$ cat config.mk
export PLATFORM = sky130hd
export DESIGN_NAME = lsb_first_bit_packer
export DESIGN_NICKNAME = d
export VERILOG_FILES = /design/src/sv/lbp_pkg.sv /design/src/sv/lbp_front.sv /design/src/sv/lbp_job_queue.sv /design/src/sv/lbp_back.sv /design/src/sv/lsb_first_bit_packer.sv
export SDC_FILE = /design/constraint.sdc
export NUM_CORES = 1
export LEC_CHECK = 0
export ABC_AREA = 0
export CELL_PAD_IN_SITES_DETAIL_PLACEMENT = 1
export CELL_PAD_IN_SITES_GLOBAL_PLACEMENT = 1
export CORE_UTILIZATION = 35
export CTS_CLUSTER_SIZE = 24
export DETAILED_ROUTE_END_ITERATION = 6
export DONT_BUFFER_PORTS = 1
export PLACE_DENSITY_LB_ADDON = 0.1
export SLEW_MARGIN = 20
export SYNTH_ARGS = -nofsm -noshare
export SYNTH_HDL_FRONTEND = slang
export SYNTH_HIERARCHICAL = 1
export SYNTH_SLANG_ARGS = --single-unit
$ cat constraint.sdc
create_clock -name clk -period 3.4 [get_ports clk]
set_input_delay 0.51 -clock clk [delete_from_list [all_inputs] [get_ports clk]]
set_output_delay 0.51 -clock clk [all_outputs]
set_load 0.02 [all_outputs]
$ cat src/sv/lbp_pkg.sv
// shared types and constants for the lsb-first bit packer
// no dependencies
`default_nettype none
package lbp_pkg;

  localparam int ACC_BITS   = 32;
  localparam int HELD_BITS  = 6;
  localparam int VALUE_BITS = 16;
  localparam int WIDTH_BITS = 5;
  localparam int MODE_BITS  = 2;
  localparam int BYTE_BITS  = 8;
  localparam int CNT_BITS   = 3;
  localparam int FLUSH_LIMIT = 16;
  localparam int FLUSH_BYTES = 2;

  localparam logic [MODE_BITS-1:0] MODE_WRITE  = 2'd0;
  localparam logic [MODE_BITS-1:0] MODE_FINISH = 2'd1;
  localparam logic [MODE_BITS-1:0] MODE_CLEAR  = 2'd2;

  typedef struct packed {
    logic [ACC_BITS-1:0] data;
    logic [CNT_BITS-1:0] nbytes;
    logic                fin;
  } lbp_job_t;

endpackage
`default_nettype wire

$ cat src/sv/lbp_front.sv
// front end: accepts items, keeps the accumulator and bit count, posts byte jobs
// depends on lbp_pkg
`default_nettype none
module lbp_front import lbp_pkg::*; #(
  parameter int MAX_FIELD_BITS = 16
) (
  input  wire logic                  clk,
  input  wire logic                  rst_n,
  input  wire logic                  in_valid,
  output logic                       in_ready,
  input  wire logic [MODE_BITS-1:0]  in_mode,
  input  wire logic [VALUE_BITS-1:0] in_value,
  input  wire logic [WIDTH_BITS-1:0] in_width,
  output logic                       job_valid,
  output lbp_job_t                   job,
  input  wire logic                  job_ready
);

  localparam logic [WIDTH_BITS-1:0] MAX_W = WIDTH_BITS'(MAX_FIELD_BITS);

  logic [ACC_BITS-1:0]   acc_r, acc_nxt;
  logic [HELD_BITS-1:0]  held_r, held_nxt;
  logic                  accept;
  logic                  flush;
  logic [WIDTH_BITS-1:0] wsat;
  logic [VALUE_BITS:0]   mask;
  logic [VALUE_BITS-1:0] val_m;
  logic [ACC_BITS-1:0]   acc_base;
  logic [HELD_BITS-1:0]  held_base;
  logic [HELD_BITS-1:0]  fin_sum;

  assign in_ready = job_ready;
  assign accept   = in_valid && job_ready;
  assign flush    = held_r > HELD_BITS'(FLUSH_LIMIT);
  assign wsat     = (in_width > MAX_W) ? MAX_W : in_width;
  assign mask     = ((VALUE_BITS+1)'(1) << wsat) - (VALUE_BITS+1)'(1);
  assign val_m    = in_value & mask[VALUE_BITS-1:0];
  assign acc_base  = flush ? (acc_r >> FLUSH_LIMIT) : acc_r;
  assign held_base = flush ? (held_r - HELD_BITS'(FLUSH_LIMIT)) : held_r;
  assign fin_sum   = held_r + HELD_BITS'(7);

  always_comb begin
    acc_nxt   = acc_r;
    held_nxt  = held_r;
    job_valid = 1'b0;
    job.data  = acc_r;
    job.nbytes = '0;
    job.fin   = 1'b0;
    if (accept) begin
      case (in_mode)
        MODE_WRITE: begin
          acc_nxt    = acc_base | (ACC_BITS'(val_m) << held_base);
          held_nxt   = held_base + HELD_BITS'(wsat);
          job_valid  = flush;
          job.nbytes = CNT_BITS'(FLUSH_BYTES);
        end
        MODE_FINISH: begin
          job.nbytes = fin_sum[HELD_BITS-1:3];
          job.fin    = 1'b1;
          job_valid  = held_r != '0;
          acc_nxt    = '0;
          held_nxt   = '0;
        end
        MODE_CLEAR: begin
          acc_nxt  = '0;
          held_nxt = '0;
        end
        default: begin
          acc_nxt  = acc_r;
          held_nxt = held_r;
        end
      endcase
    end
  end

  always_ff @(posedge clk) begin
    if (!rst_n) begin
      acc_r  <= '0;
      held_r <= '0;
    end else begin
      acc_r  <= acc_nxt;
      held_r <= held_nxt;
    end
  end

endmodule
`default_nettype wire

$ cat src/sv/lbp_job_queue.sv
// two-entry queue of byte jobs between front and back
// depends on lbp_pkg
`default_nettype none
module lbp_job_queue import lbp_pkg::*; (
  input  wire logic     clk,
  input  wire logic     rst_n,
  input  wire logic     wr_valid,
  input  wire lbp_job_t wr_job,
  output logic          wr_ready,
  output logic          rd_valid,
  output lbp_job_t      rd_job,
  input  wire logic     rd_pop
);

  lbp_job_t   mem_r [2];
  logic       wr_ptr_r, wr_ptr_nxt;
  logic       rd_ptr_r, rd_ptr_nxt;
  logic [1:0] count_r, count_nxt;
  logic       push, pop;

  assign wr_ready = count_r != 2'd2;
  assign rd_valid = count_r != 2'd0;
  assign rd_job   = mem_r[rd_ptr_r];
  assign push     = wr_valid && wr_ready;
  assign pop      = rd_pop && rd_valid;

  always_comb begin
    wr_ptr_nxt = push ? ~wr_ptr_r : wr_ptr_r;
    rd_ptr_nxt = pop ? ~rd_ptr_r : rd_ptr_r;
    count_nxt  = count_r + 2'(push) - 2'(pop);
  end

  always_ff @(posedge clk) begin
    if (push) begin
      mem_r[wr_ptr_r] <= wr_job;
    end
  end

  always_ff @(posedge clk) begin
    if (!rst_n) begin
      wr_ptr_r <= 1'b0;
      rd_ptr_r <= 1'b0;
      count_r  <= '0;
    end else begin
      wr_ptr_r <= wr_ptr_nxt;
      rd_ptr_r <= rd_ptr_nxt;
      count_r  <= count_nxt;
    end
  end

endmodule
`default_nettype wire

$ cat src/sv/lbp_back.sv
// back end: takes byte jobs and sends them one byte per cycle, while out_ready allows, through an output register
// depends on lbp_pkg
`default_nettype none
module lbp_back import lbp_pkg::*; (
  input  wire logic                 clk,
  input  wire logic                 rst_n,
  input  wire logic                 job_valid,
  input  wire lbp_job_t             job,
  output logic                      job_pop,
  output logic                      out_valid,
  input  wire logic                 out_ready,
  output logic [BYTE_BITS-1:0]      out_byte,
  output logic                      out_last
);

  logic [ACC_BITS-1:0]  cur_data_r, cur_data_nxt;
  logic [CNT_BITS-1:0]  cur_cnt_r, cur_cnt_nxt;
  logic                 cur_fin_r, cur_fin_nxt;
  logic                 out_valid_r, out_valid_nxt;
  logic [BYTE_BITS-1:0] out_byte_r, out_byte_nxt;
  logic                 out_last_r, out_last_nxt;
  logic                 load_out;

  assign load_out = (cur_cnt_r != '0) && (!out_valid_r || out_ready);
  assign job_pop  = job_valid &&
                    ((cur_cnt_r == '0) || ((cur_cnt_r == CNT_BITS'(1)) && load_out));

  always_comb begin
    cur_data_nxt  = cur_data_r;
    cur_cnt_nxt   = cur_cnt_r;
    cur_fin_nxt   = cur_fin_r;
    out_byte_nxt  = out_byte_r;
    out_last_nxt  = out_last_r;
    out_valid_nxt = out_valid_r && !out_ready;
    if (load_out) begin
      out_byte_nxt  = cur_data_r[BYTE_BITS-1:0];
      out_last_nxt  = cur_fin_r && (cur_cnt_r == CNT_BITS'(1));
      out_valid_nxt = 1'b1;
      cur_data_nxt  = cur_data_r >> BYTE_BITS;
      cur_cnt_nxt   = cur_cnt_r - CNT_BITS'(1);
    end
    if (job_pop) begin
      cur_data_nxt = job.data;
      cur_cnt_nxt  = job.nbytes;
      cur_fin_nxt  = job.fin;
    end
  end

  always_ff @(posedge clk) begin
    cur_data_r <= cur_data_nxt;
    cur_fin_r  <= cur_fin_nxt;
    out_byte_r <= out_byte_nxt;
    out_last_r <= out_last_nxt;
  end

  always_ff @(posedge clk) begin
    if (!rst_n) begin
      cur_cnt_r   <= '0;
      out_valid_r <= 1'b0;
    end else begin
      cur_cnt_r   <= cur_cnt_nxt;
      out_valid_r <= out_valid_nxt;
    end
  end

  assign out_valid = out_valid_r;
  assign out_byte  = out_byte_r;
  assign out_last  = out_last_r;

endmodule
`default_nettype wire

$ cat src/sv/lsb_first_bit_packer.sv
// top level of the lsb-first bit packer: front, job queue, back
// depends on lbp_pkg, lbp_front, lbp_job_queue, lbp_back
//
// channel  dir  payload
// in_*     in   tdata: field_value, field_width; tuser: mode
// out_*    out  tdata: out_byte; tlast: last
//
// the front takes one item per cycle while the job queue has room
// a write that flushes sends two bytes, a finish up to four, one byte per cycle while out_tready allows
// sustained rate of flushing writes is set by the output byte rate
// reset clears the accumulator, bit count, queue and output valid flag
// a stalled output fills the two-entry queue before in_tready drops
`default_nettype none
module lsb_first_bit_packer import lbp_pkg::*; #(
  parameter int MAX_FIELD_BITS = 16
) (
  input  wire logic        clk,
  input  wire logic        rst_n,
  input  wire logic        in_tvalid,
  output logic             in_tready,
  input  wire logic [23:0] in_tdata,   // field_value[15:0], field_width[20:16], zero pad
  input  wire logic [1:0]  in_tuser,   // mode[1:0]
  output logic             out_tvalid,
  input  wire logic        out_tready,
  output logic [7:0]       out_tdata,  // out_byte[7:0]
  output logic             out_tlast
);

  logic     fq_valid, fq_ready;
  lbp_job_t fq_job;
  logic     qb_valid, qb_pop;
  lbp_job_t qb_job;

  lbp_front #(
    .MAX_FIELD_BITS(MAX_FIELD_BITS)
  ) u_front (
    .clk      (clk),
    .rst_n    (rst_n),
    .in_valid (in_tvalid),
    .in_ready (in_tready),
    .in_mode  (in_tuser),
    .in_value (in_tdata[VALUE_BITS-1:0]),
    .in_width (in_tdata[VALUE_BITS+WIDTH_BITS-1:VALUE_BITS]),
    .job_valid(fq_valid),
    .job      (fq_job),
    .job_ready(fq_ready)
  );

  lbp_job_queue u_queue (
    .clk     (clk),
    .rst_n   (rst_n),
    .wr_valid(fq_valid),
    .wr_job  (fq_job),
    .wr_ready(fq_ready),
    .rd_valid(qb_valid),
    .rd_job  (qb_job),
    .rd_pop  (qb_pop)
  );

  lbp_back u_back (
    .clk      (clk),
    .rst_n    (rst_n),
    .job_valid(qb_valid),
    .job      (qb_job),
    .job_pop  (qb_pop),
    .out_valid(out_tvalid),
    .out_ready(out_tready),
    .out_byte (out_tdata),
    .out_last (out_tlast)
  );

endmodule
`default_nettype wire

==> results.sh, run 1 <==
export IMPL_critPathBufInv=1
export IMPL_antenna_found_initial=0
export IMPL_path_delay_family="simple AND/OR/NAND/NOR gates"
export IMPL_clock_path_buffers=2
export IMPL_place_congestion=0.873
export IMPL_final_util_pct=39.7
export IMPL_powerDensity_nw_per_um2=571
export IMPL_synth_fa_ha_area_share_pct=2.40
export IMPL_crit_fanout=12
export IMPL_regArea_um2=4370
export IMPL_vias=5985
export IMPL_cp_arrival_ns=3.20
export IMPL_end_kind="flop"
export IMPL_synthArstFlopShare_pct=0
export IMPL_ir_drop_mv=0.396
export IMPL_critPathMaxStageDelay_ns=0.72
export IMPL_cts_sink_count=161
export IMPL_hold_slack_ns=0.216
export IMPL_rsz0062_at_grt="false"
export IMPL_nNetsFinal=797
export IMPL_yosysWarnings=6
export IMPL_start_util_pct=36.1
export IMPL_die_area_um2=25100
export IMPL_drv_cap=0
export IMPL_hold_viol_final=0
export IMPL_first_pass_iters=4
export IMPL_diodes=0
export IMPL_multi_input_area_um2=3840
export IMPL_area_delta_synth_final_pct=10.2
export IMPL_io_pins=41
export IMPL_finalPower_mw=5.39
export IMPL_synth_mux_area_share_pct=11.0
export IMPL_synth_xor_area_share_pct=0.920
export IMPL_grt_max_degree=38
export IMPL_fin_tns_setup_ns=0
export IMPL_cts_made_buffers=17
export IMPL_rows=56
export IMPL_synth_area_um2=8570
export IMPL_p_leak_nw=3.42
export IMPL_yosysTopAreaCellShare_pct=40.0
export IMPL_synth_compound_area_share_pct=17.4
export IMPL_synthFlopType="edfxtp_1"
export IMPL_fin_cells=1084
export IMPL_final_common_cell="edfxtp_1"
export IMPL_period_share_pct=84.7
export IMPL_final_area_um2=9440
export IMPL_period_needed_ns=2.88
export IMPL_hold_path_class="in2reg"
export IMPL_synth_edf_count=114
export IMPL_syn_area_per_cell_um2=11.3
export IMPL_synth_simple_area_share_pct=13.1
export IMPL_tightest_slew_ns=0.701
export IMPL_yosys_area_top_type="edfxtp_1"
export IMPL_drv_slew=0
export IMPL_finalSetupViolCount=0
export IMPL_viasPerCell=5.52
export IMPL_grt_pass1_vias=6272
export IMPL_dp_hpwl_um=16500
export IMPL_cts_resized_gates=0
export IMPL_ys_seq_area_share_pct=50.9
export IMPL_syn_inst=760
export IMPL_cp_required_ns=3.71
export IMPL_grt_total_usage_pct=19.1
export IMPL_grt_first_pass_wirelength_um=35800
export IMPL_dp_slack_ns=0.315
export IMPL_skew_ns=0.0139
export IMPL_path_clk_slew_ns=0.07
export IMPL_drc=0
export IMPL_cts_tree="done"
export IMPL_crit_chain="or4_1, maj3_1, nor2_1, nor3_1, nand2_1, ha_1, inv_1, ha_1, xnor2_1, xnor2_1, and2_1"
export IMPL_wirelength_um=22600
export IMPL_synth_area_top_cells="edfxtp_1, dfxtp_1, mux2_4"
export IMPL_outcome="complete, no violations"
export IMPL_start_kind="flop"
export IMPL_slew_headroom_pct=52.6
export IMPL_die_h_um=158
export IMPL_die_width_um=158
export IMPL_dp_cells=1052
export IMPL_crit_slowest_cell="or4_1"
export IMPL_fillers=2553
export IMPL_critical_path_class="reg2reg"
export IMPL_layout_common_cells="edfxtp_1, nor2_1, nand2_1"
export IMPL_ys_seq_elements=161
export IMPL_core_area_um2=23800
export IMPL_root_buffer="clkbuf_16"
export IMPL_setup_ws_ns=0.519
export IMPL_drt_antenna_violating_nets=0
export IMPL_clk_insertion_delay_late_ns=0.43
export IMPL_drive_above_1_share_pct=18.7
export IMPL_ys_types=90
export IMPL_drtIter0Drc=252
export IMPL_synth_top_family_by_area="compound AO/OA/AOI/OAI gates"
export IMPL_postCtsSetupBuffers=0
export IMPL_syn_num_nets=805
export IMPL_overflow=0
export IMPL_io_buffer_count=0
export IMPL_wl_per_cell_um=20.9
export IMPL_fmax_mhz=347
export IMPL_postPlaceCellArea_um2=8870
export IMPL_cts_hold_buf=0
export IMPL_htree_num_levels=4
cells in the mapped netlist, drive strengths merged, types with 14 or more instances:
master,number
nor2,58
o21ai,45
edfxtp,114
and2,19
nor2b,17
buf,23
nand3,14
dfxtp,47
ha,14
nand2,56
mux2,64
inv,20
a21oi,35
clkbuf,27
logic make-up (layout without fill, tap and decap cells):
kind of cell / count (synthesis) / after routing
xor gates and xnor gates: 9 / 9
and+or+nand+nor: 221 / 221
muxes: 71 / 71
adders and majority gates: 16 / 16
buffers and inverters: 71 / 76
AOI/OAI and AO/OA: 211 / 211
DFF: 161 / 161
final timing paths:
| path | start | end | slack, ns | cells past startpoint |
|---|---|---|---|---|
| worst max-delay path | u_front/held_r[0]$_SDFFE_PN0P_ | u_queue/count_r[1]$_SDFF_PN0_ | 0.52 | 11 |
| worst max register to register | u_front/held_r[0]$_SDFFE_PN0P_ | u_queue/count_r[1]$_SDFF_PN0_ | 0.52 | 11 |
| worst min-delay path | rst_n | u_front/acc_r[18]$_SDFFE_PN0P_ | 0.22 | 2 |
| worst min register to register | u_back/cur_data_r[7]$_DFFE_PP_ | u_back/out_byte[7]$_DFFE_PP_ | 0.42 | 0 |
metal layers:
layer  up-vias  global-route usage, %  share of wire, %
met5         -                      0                 0
met4         0                   7.78               2.9
met3        34                   3.21               3.1
met2       113                   33.5                50
met1      2977                   23.1                44
li1       2861                      -                 -
sequential cells by signal, summed over array words and instances (netlist names), named ones only:
signal             flops
u_queue/wr_ptr_r       1
u_back/out_byte        8
u_back/cur_cnt_r       3
u_front/acc_r         32
u_queue/mem_r         72
u_back/cur_data_r     32
u_queue/rd_ptr_r       1
u_back/out_last        1
u_front/held_r         6
u_queue/count_r        2
u_back/cur_fin_r       1
u_back/out_valid       1
report_power, final:
group | total (mW) | internal, mW | switching, mW
Sequential | 2.73 | 2.55 | 0.185
Clock | 1.83 | 1.03 | 0.797
Combinational | 0.824 | 0.328 | 0.496
Total | 5.39 | 3.91 | 1.48
final cells by class:
class                      count  area share (%)
timing repair buffer          23            1.96
clock inverter                12           0.968
multi-input combinational    528            40.7
sequential                   161            46.2
inverter                      21           0.835
tap                          319            4.23
clock buffer                  20            5.08
(Power assumes the default switching activity.)
==> run 2, diff against run 1 <==
ABC_AREA = 1   (was 0)
clock period = 2.45 ns   (was 3.4 ns; I/O delays follow)
==> run 2 against run 1 <==
Via count increased by 8.8%; cell count increased by 22%; design area increased by 3.5%; critical endpoint is now u_front/acc_r[14]$_SDFFE_PN0P_; combinational power increased by 57%; hold slack got worse by 0.17 ns; flip-flop and latch count unchanged; die area increased by 2.5%; core utilization increased by 0.20 points; highest routed layer unchanged; global-route usage decreased by 1.3 points; largest power group unchanged.
==> results.sh, run 2 <==
export IMPL_outcome="complete, no violations"
export IMPL_syn_inst=983
export IMPL_antenna_found_initial=0
export IMPL_crit_slowest_cell="ha_1"
export IMPL_cts_hold_buf=0
export IMPL_synth_mux_area_share_pct=6.01
export IMPL_synth_edf_count=114
export IMPL_grt_first_pass_wirelength_um=36200
export IMPL_regMostFlops="u_queue/mem_r"
export IMPL_postCtsSetupBuffers=0
export IMPL_rows=57
export IMPL_setup_ws_ns=0.320
export IMPL_start_util_pct=35.9
export IMPL_grt_pass1_vias=6676
export IMPL_drv_cap=0
export IMPL_drt_antenna_violating_nets=0
export IMPL_synth_top_family_by_area="simple AND/OR/NAND/NOR gates"
export IMPL_cts_tree="done"
export IMPL_cts_sink_count=161
export IMPL_area_delta_synth_final_pct=11.3
export IMPL_fmax_mhz=469
export IMPL_syn_num_nets=1028
export IMPL_drc=0
export IMPL_io_buffer_count=0
export IMPL_reg_largest_list="u_queue/mem_r (72), u_back/cur_data_r (32), u_front/acc_r (32)"
export IMPL_ys_seq_elements=161
export IMPL_dp_hpwl_um=15400
export IMPL_path_common_cell="nand2_1"
export IMPL_yosys_area_top_type="edfxtp_1"
export IMPL_skew_ns=0.0118
export IMPL_ys_seq_area_share_pct=49.7
export IMPL_cp_arrival_ns=2.50
export IMPL_nNetsFinal=1035
export IMPL_slew_headroom_pct=63.1
export IMPL_io_pins=41
export IMPL_synth_xor_area_share_pct=0.0998
export IMPL_drv_slew=0
export IMPL_yosysMostFrequentCell="nand2_1"
export IMPL_wl_per_cell_um=16.2
export IMPL_first_pass_iters=4
export IMPL_ir_drop_mv=0.509
export IMPL_period_needed_ns=2.13
export IMPL_final_util_pct=39.9
export IMPL_viasPerCell=4.91
export IMPL_hold_path_class="in2reg"
export IMPL_path_clk_slew_ns=0.07
export IMPL_grt_max_degree=39
export IMPL_start_kind="input port"
export IMPL_die_width_um=160
export IMPL_synth_fa_ha_area_share_pct=2.22
export IMPL_synth_area_um2=8780
export IMPL_period_share_pct=86.9
export IMPL_drive_above_1_share_pct=17.3
export IMPL_path_delay_family="simple AND/OR/NAND/NOR gates"
export IMPL_powerDensity_nw_per_um2=787
export IMPL_clk_insertion_delay_late_ns=0.42
export IMPL_crit_chain="nor2_1, nand2_2, nand2_4, nand2_4, nand3_1, ha_1, nand3_4, nor2_4, nand2_1, nand2_1, nand3_1, nand2_1, nand3_1, nand3_1, nand2_1, nand2_1, nand3_1, o21ai_1, nand2_1, a21oi_2"
export IMPL_finalPower_mw=7.69
export IMPL_cp_required_ns=2.82
export IMPL_hold_viol_final=0
export IMPL_htree_num_levels=4
export IMPL_critical_path_class="in2reg"
export IMPL_wirelength_um=21400
export IMPL_cts_made_buffers=17
export IMPL_rsz0062_at_grt="false"
export IMPL_yosys_top_cells_count="nand2_1, nand3_1, edfxtp_1, nor2_1, inv_1"
export IMPL_tightest_slew_ns=0.552
export IMPL_critPathBufInv=0
export IMPL_core_area_um2=24500
export IMPL_synth_area_top_cells="edfxtp_1, nand2_1, dfxtp_1"
export IMPL_crit_fanout=8
export IMPL_postPlaceCellArea_um2=9180
export IMPL_critPathMaxStageDelay_ns=0.26
export IMPL_dp_slack_ns=-0.0903
export IMPL_synthFlopType="edfxtp_1"
export IMPL_overflow=0
export IMPL_fin_tns_setup_ns=0
export IMPL_finalSetupViolCount=0
export IMPL_vias=6514
export IMPL_diodes=0
export IMPL_layout_common_cells="nand2_1, nand3_1, edfxtp_1"
export IMPL_grt_total_usage_pct=17.8
export IMPL_largest_register_ff_count=72
export IMPL_syn_area_per_cell_um2=8.93
export IMPL_die_h_um=160
export IMPL_ys_types=44
export IMPL_synth_compound_area_share_pct=5.96
export IMPL_synth_simple_area_share_pct=28.5
export IMPL_yosysWarnings=6
export IMPL_cts_resized_gates=0
export IMPL_final_common_cell="nand2_1"
export IMPL_die_area_um2=25700
export IMPL_root_buffer="clkbuf_16"
export IMPL_synthArstFlopShare_pct=0
export IMPL_drtIter0Drc=310
export IMPL_clock_path_buffers=2
export IMPL_end_kind="flop"
export IMPL_yosysTopAreaCellShare_pct=39.0
export IMPL_p_leak_nw=4.04
export IMPL_final_area_um2=9770
export IMPL_place_congestion=0.797
-- run 2: cell families (layout without fill, tap and decap cells) --
group / count (synthesis) / in the layout
mux: 37 / 37
simple gates: 551 / 551
fa+ha+maj: 15 / 15
xor+xnor: 1 / 1
compound gates: 92 / 92
buf+inv: 126 / 146
flops: 161 / 161
-- run 2: layout make-up --
type	count	area, um2
Clock buffer	17	425
Clock inverter	15	165
Fill cell	2831	14700
Inverter	76	294
Multi-Input combinational cell	696	3770
Sequential cell	161	4370
Tap cell	324	405
Timing Repair Buffer	38	348
-- run 2: per-stage QoR --
step / instances / hold slack, ns
2_1_floorplan: 983 / 0.400
3_3_place_gp: 1295 / 0.400
3_5_place_dp: 1295 / 0.406
4_1_cts: 1327 / 0.0221
5_1_grt: 1327 / 0.0483
6_report: 1327 / 0.0463
-- run 2: path summary, 6_finish.rpt --
check | startpoint | endpoint | slack, ns | depth (start not counted)
min reg2reg | u_back/cur_data_r[6]$_DFFE_PP_ | u_back/out_byte[6]$_DFFE_PP_ | 0.42 | 0
max | in_tdata[19] | u_front/acc_r[14]$_SDFFE_PN0P_ | 0.32 | 20
max reg2reg | u_queue/count_r[0]$_SDFF_PN0_ | u_queue/count_r[1]$_SDFF_PN0_ | 0.32 | 16
min | rst_n | u_queue/count_r[0]$_SDFF_PN0_ | 0.05 | 2
-- run 2: power by group --
part / leakage (nW) / switching, mW / total (mW) / internal (mW)
Sequential: 1.42 / 0.255 / 3.78 / 3.53
Clock: 0.290 / 1.18 / 2.63 / 1.45
Combinational: 2.33 / 0.848 / 1.29 / 0.438
-- run 2: per-layer routing --
layer  GRT usage [%]  vias to the layer above  routed length, um
li1                -                     3327                  -
met2            29.3                       59              10200
met4            5.19                        0                204
met1            24.2                     3112              10600
met5               0                        -                  0
met3            2.56                       16                386
==> run 3, diff against run 2 <==
SYNTH_HIERARCHICAL = not set   (was 1)
==> run 3 against run 2 <==
Clock power grew 4%; hold slack is essentially flat; non-clock buffer count grew 7; synthesized area shrank 5.9%; synthesized cell count shrank 1.9%; register-to-register slack lost 0.03 ns; sequential share of layout area grew 1.4 points; first-iteration DRC count shrank 9.4%; sequential power grew 4%; worst setup slack lost 0.033 ns; routed wire length shrank 1.6%.
==> results.sh, run 3 <==
export IMPL_timing_rr_end="u_front.held_r[5]$_SDFFE_PN0P_"
export IMPL_reg_largest_list="u_queue.mem_r (72), u_back.cur_data_r (32), u_front.acc_r (32)"
export IMPL_nNetsFinal=1027
export IMPL_holdPathStages=2
export IMPL_crit_slowest_cell="dfxtp_1"
export IMPL_outcome="complete, no violations"
export IMPL_yosys_top_cells_count="nand2_1, edfxtp_1, nand3_1, nor2_1, inv_1"
export IMPL_slew_headroom_pct=62.2
export IMPL_critPathMaxStageDelay_ns=0.37
export IMPL_viasPerCell=4.92
export IMPL_grt_pass1_vias=6399
export IMPL_rsz0062_at_grt="false"
export IMPL_cts_sink_count=161
export IMPL_syn_area_per_cell_um2=8.57
export IMPL_reg2regPathDepth=13
export IMPL_drtIter0Drc=281
export IMPL_grt_first_pass_wirelength_um=35100
export IMPL_hold_viol_final=0
export IMPL_wl_per_cell_um=16.1
export IMPL_synthArstFlopShare_pct=0
export IMPL_vias=6430
export IMPL_syn_num_nets=1009
export IMPL_ys_seq_elements=161
export IMPL_hold_path_class="in2reg"
export IMPL_fillers=2681
export IMPL_path_clk_slew_ns=0.07
export IMPL_area_delta_synth_final_pct=14.7
export IMPL_synthFlopType="edfxtp_1"
export IMPL_critical_path_class="reg2reg"
export IMPL_ir_drop_mv=0.482
export IMPL_place_congestion=0.775
export IMPL_htree_num_levels=4
export IMPL_yosysWarnings=0
export IMPL_diodes=0
export IMPL_die_area_um2=24200
export IMPL_drt_antenna_violating_nets=0
export IMPL_grt_max_degree=59
export IMPL_crit_chain="inv_6, nand3_1, nor2_1, inv_1, nand2_1, nand2_1, nor2_1, ha_1, inv_1, nor2_1, o21ai_0, nand3_1, a21oi_1"
export IMPL_path_delay_family="simple AND/OR/NAND/NOR gates"
export IMPL_drv_slew=0
export IMPL_regMostFlops="u_queue.mem_r"
export IMPL_ys_seq_area_share_pct=52.8
export IMPL_crit_fanout=3
export IMPL_clock_path_buffers=2
export IMPL_drv_cap=0
export IMPL_tightest_slew_ns=0.567
export IMPL_largest_register_ff_count=72
export IMPL_finalSetupViolCount=0
export IMPL_clk_insertion_delay_late_ns=0.42
export IMPL_start_kind="flop"
export IMPL_period_needed_ns=2.16
export IMPL_fmax_mhz=462
export IMPL_cp_arrival_ns=2.52
export IMPL_end_kind="flop"
export IMPL_postCtsSetupBuffers=0
export IMPL_yosysMostFrequentCell="nand2_1"
export IMPL_io_pins=41
export IMPL_r2r_slack_ns=0.29
export IMPL_io_buffer_count=0
export IMPL_cp_required_ns=2.80
export IMPL_dp_hpwl_um=14800
export IMPL_p_leak_nw=3.74
export IMPL_final_common_cell="nand2_1"
export IMPL_die_h_um=156
export IMPL_yosysTopAreaCellShare_pct=41.5
export IMPL_core_area_um2=22900
export IMPL_setup_ws_ns=0.287
export IMPL_cts_made_buffers=17
export IMPL_cts_hold_buf=0
export IMPL_start_util_pct=36.0
export IMPL_dp_slack_ns=-0.107
export IMPL_cts_resized_gates=0
export IMPL_fin_tns_setup_ns=0
export IMPL_wirelength_um=21100
export IMPL_first_pass_iters=4
export IMPL_powerDensity_nw_per_um2=945
export IMPL_ys_types=45
export IMPL_skew_ns=0.0143
export IMPL_crit_start="u_front.held_r[2]$_SDFFE_PN0P_"
export IMPL_hp_start="rst_n"
export IMPL_r2r_start="u_front.held_r[2]$_SDFFE_PN0P_"
export IMPL_cts_tree="done"
export IMPL_critPathBufInv=3
export IMPL_period_share_pct=88.3
export IMPL_hold_end="u_queue.count_r[0]$_SDFF_PN0_"
export IMPL_drc=0
export IMPL_synth_area_top_cells="edfxtp_1, nand2_1, dfxtp_1"
export IMPL_syn_inst=964
export IMPL_path_common_cell="nor2_1"
export IMPL_antenna_found_initial=0
export IMPL_drive_above_1_share_pct=13.5
export IMPL_layout_common_cells="nand2_1, edfxtp_1, nand3_1"
export IMPL_die_width_um=156
export IMPL_root_buffer="clkbuf_16"
export IMPL_grt_total_usage_pct=18.8
export IMPL_rows=55
export IMPL_yosys_area_top_type="edfxtp_1"
export IMPL_synth_area_um2=8260
export IMPL_overflow=0
export IMPL_synth_edf_count=114
[run 3: worst max-delay path by stage]
stage                                      to  depth (start not counted)
2_1_floorplan   u_queue.mem_r[1][0]$_DFFE_PP_                         10
3_3_place_gp   u_front.acc_r[15]$_SDFFE_PN0P_                         20
3_5_place_dp   u_front.acc_r[15]$_SDFFE_PN0P_                         20
4_1_cts        u_front.acc_r[24]$_SDFFE_PN0P_                         14
5_1_grt        u_front.acc_r[20]$_SDFFE_PN0P_                         20
6_report       u_front.held_r[5]$_SDFFE_PN0P_                         13
[run 3: where the power goes]
part / internal, mW / switching (mW) / leakage, nW
logic: 0.753 / 1.51 / 1.99
registers: 3.66 / 0.286 / 1.46
clock network: 1.70 / 1.04 / 0.283
[run 3: per-stage QoR]
stage          utilization (%)  std cells  hold WS, ns  area, um2  power [mW]
4_1_cts                   41.3       1308       0.0247       9470        9.09
3_3_place_gp              38.7       1276        0.400       8860        6.29
6_report                  41.3       1308       0.0459       9470        8.95
3_5_place_dp              38.7       1276        0.406       8860        6.34
2_1_floorplan                -        964        0.400       8270        5.54
5_1_grt                   41.3       1308       0.0527       9470        9.53
[run 3: layer usage]
layer  track usage [%]  up-vias  share of wire [%]
li1                  -     3290                  -
met1              26.1     3062                 49
met2              30.2       64                 48
met3              2.94       14                2.3
met4              5.37        0               0.86
met5                 0        -                  0
[run 3: logic make-up after synthesis]
group	share of synthesized area (%)
adder cells (fa/ha/maj)	2.36
flip-flops	52.8
XOR/XNOR	0.212
buffers and inverters	6.24
AND/OR/NAND/NOR	27.4
multiplexers	0.364
AO/OA/AOI/OAI	10.6
[run 3: layout make-up]
class | instances | area (um2) | area share [%]
repair buffers | 45 | 438 | 4.62
multi-input cells | 688 | 3400 | 35.9
inverters | 69 | 272 | 2.87
clock inverters | 11 | 164 | 1.73
clock buffers | 21 | 440 | 4.65
flip-flops and latches | 161 | 4360 | 46.1
well taps | 313 | 392 | 4.14
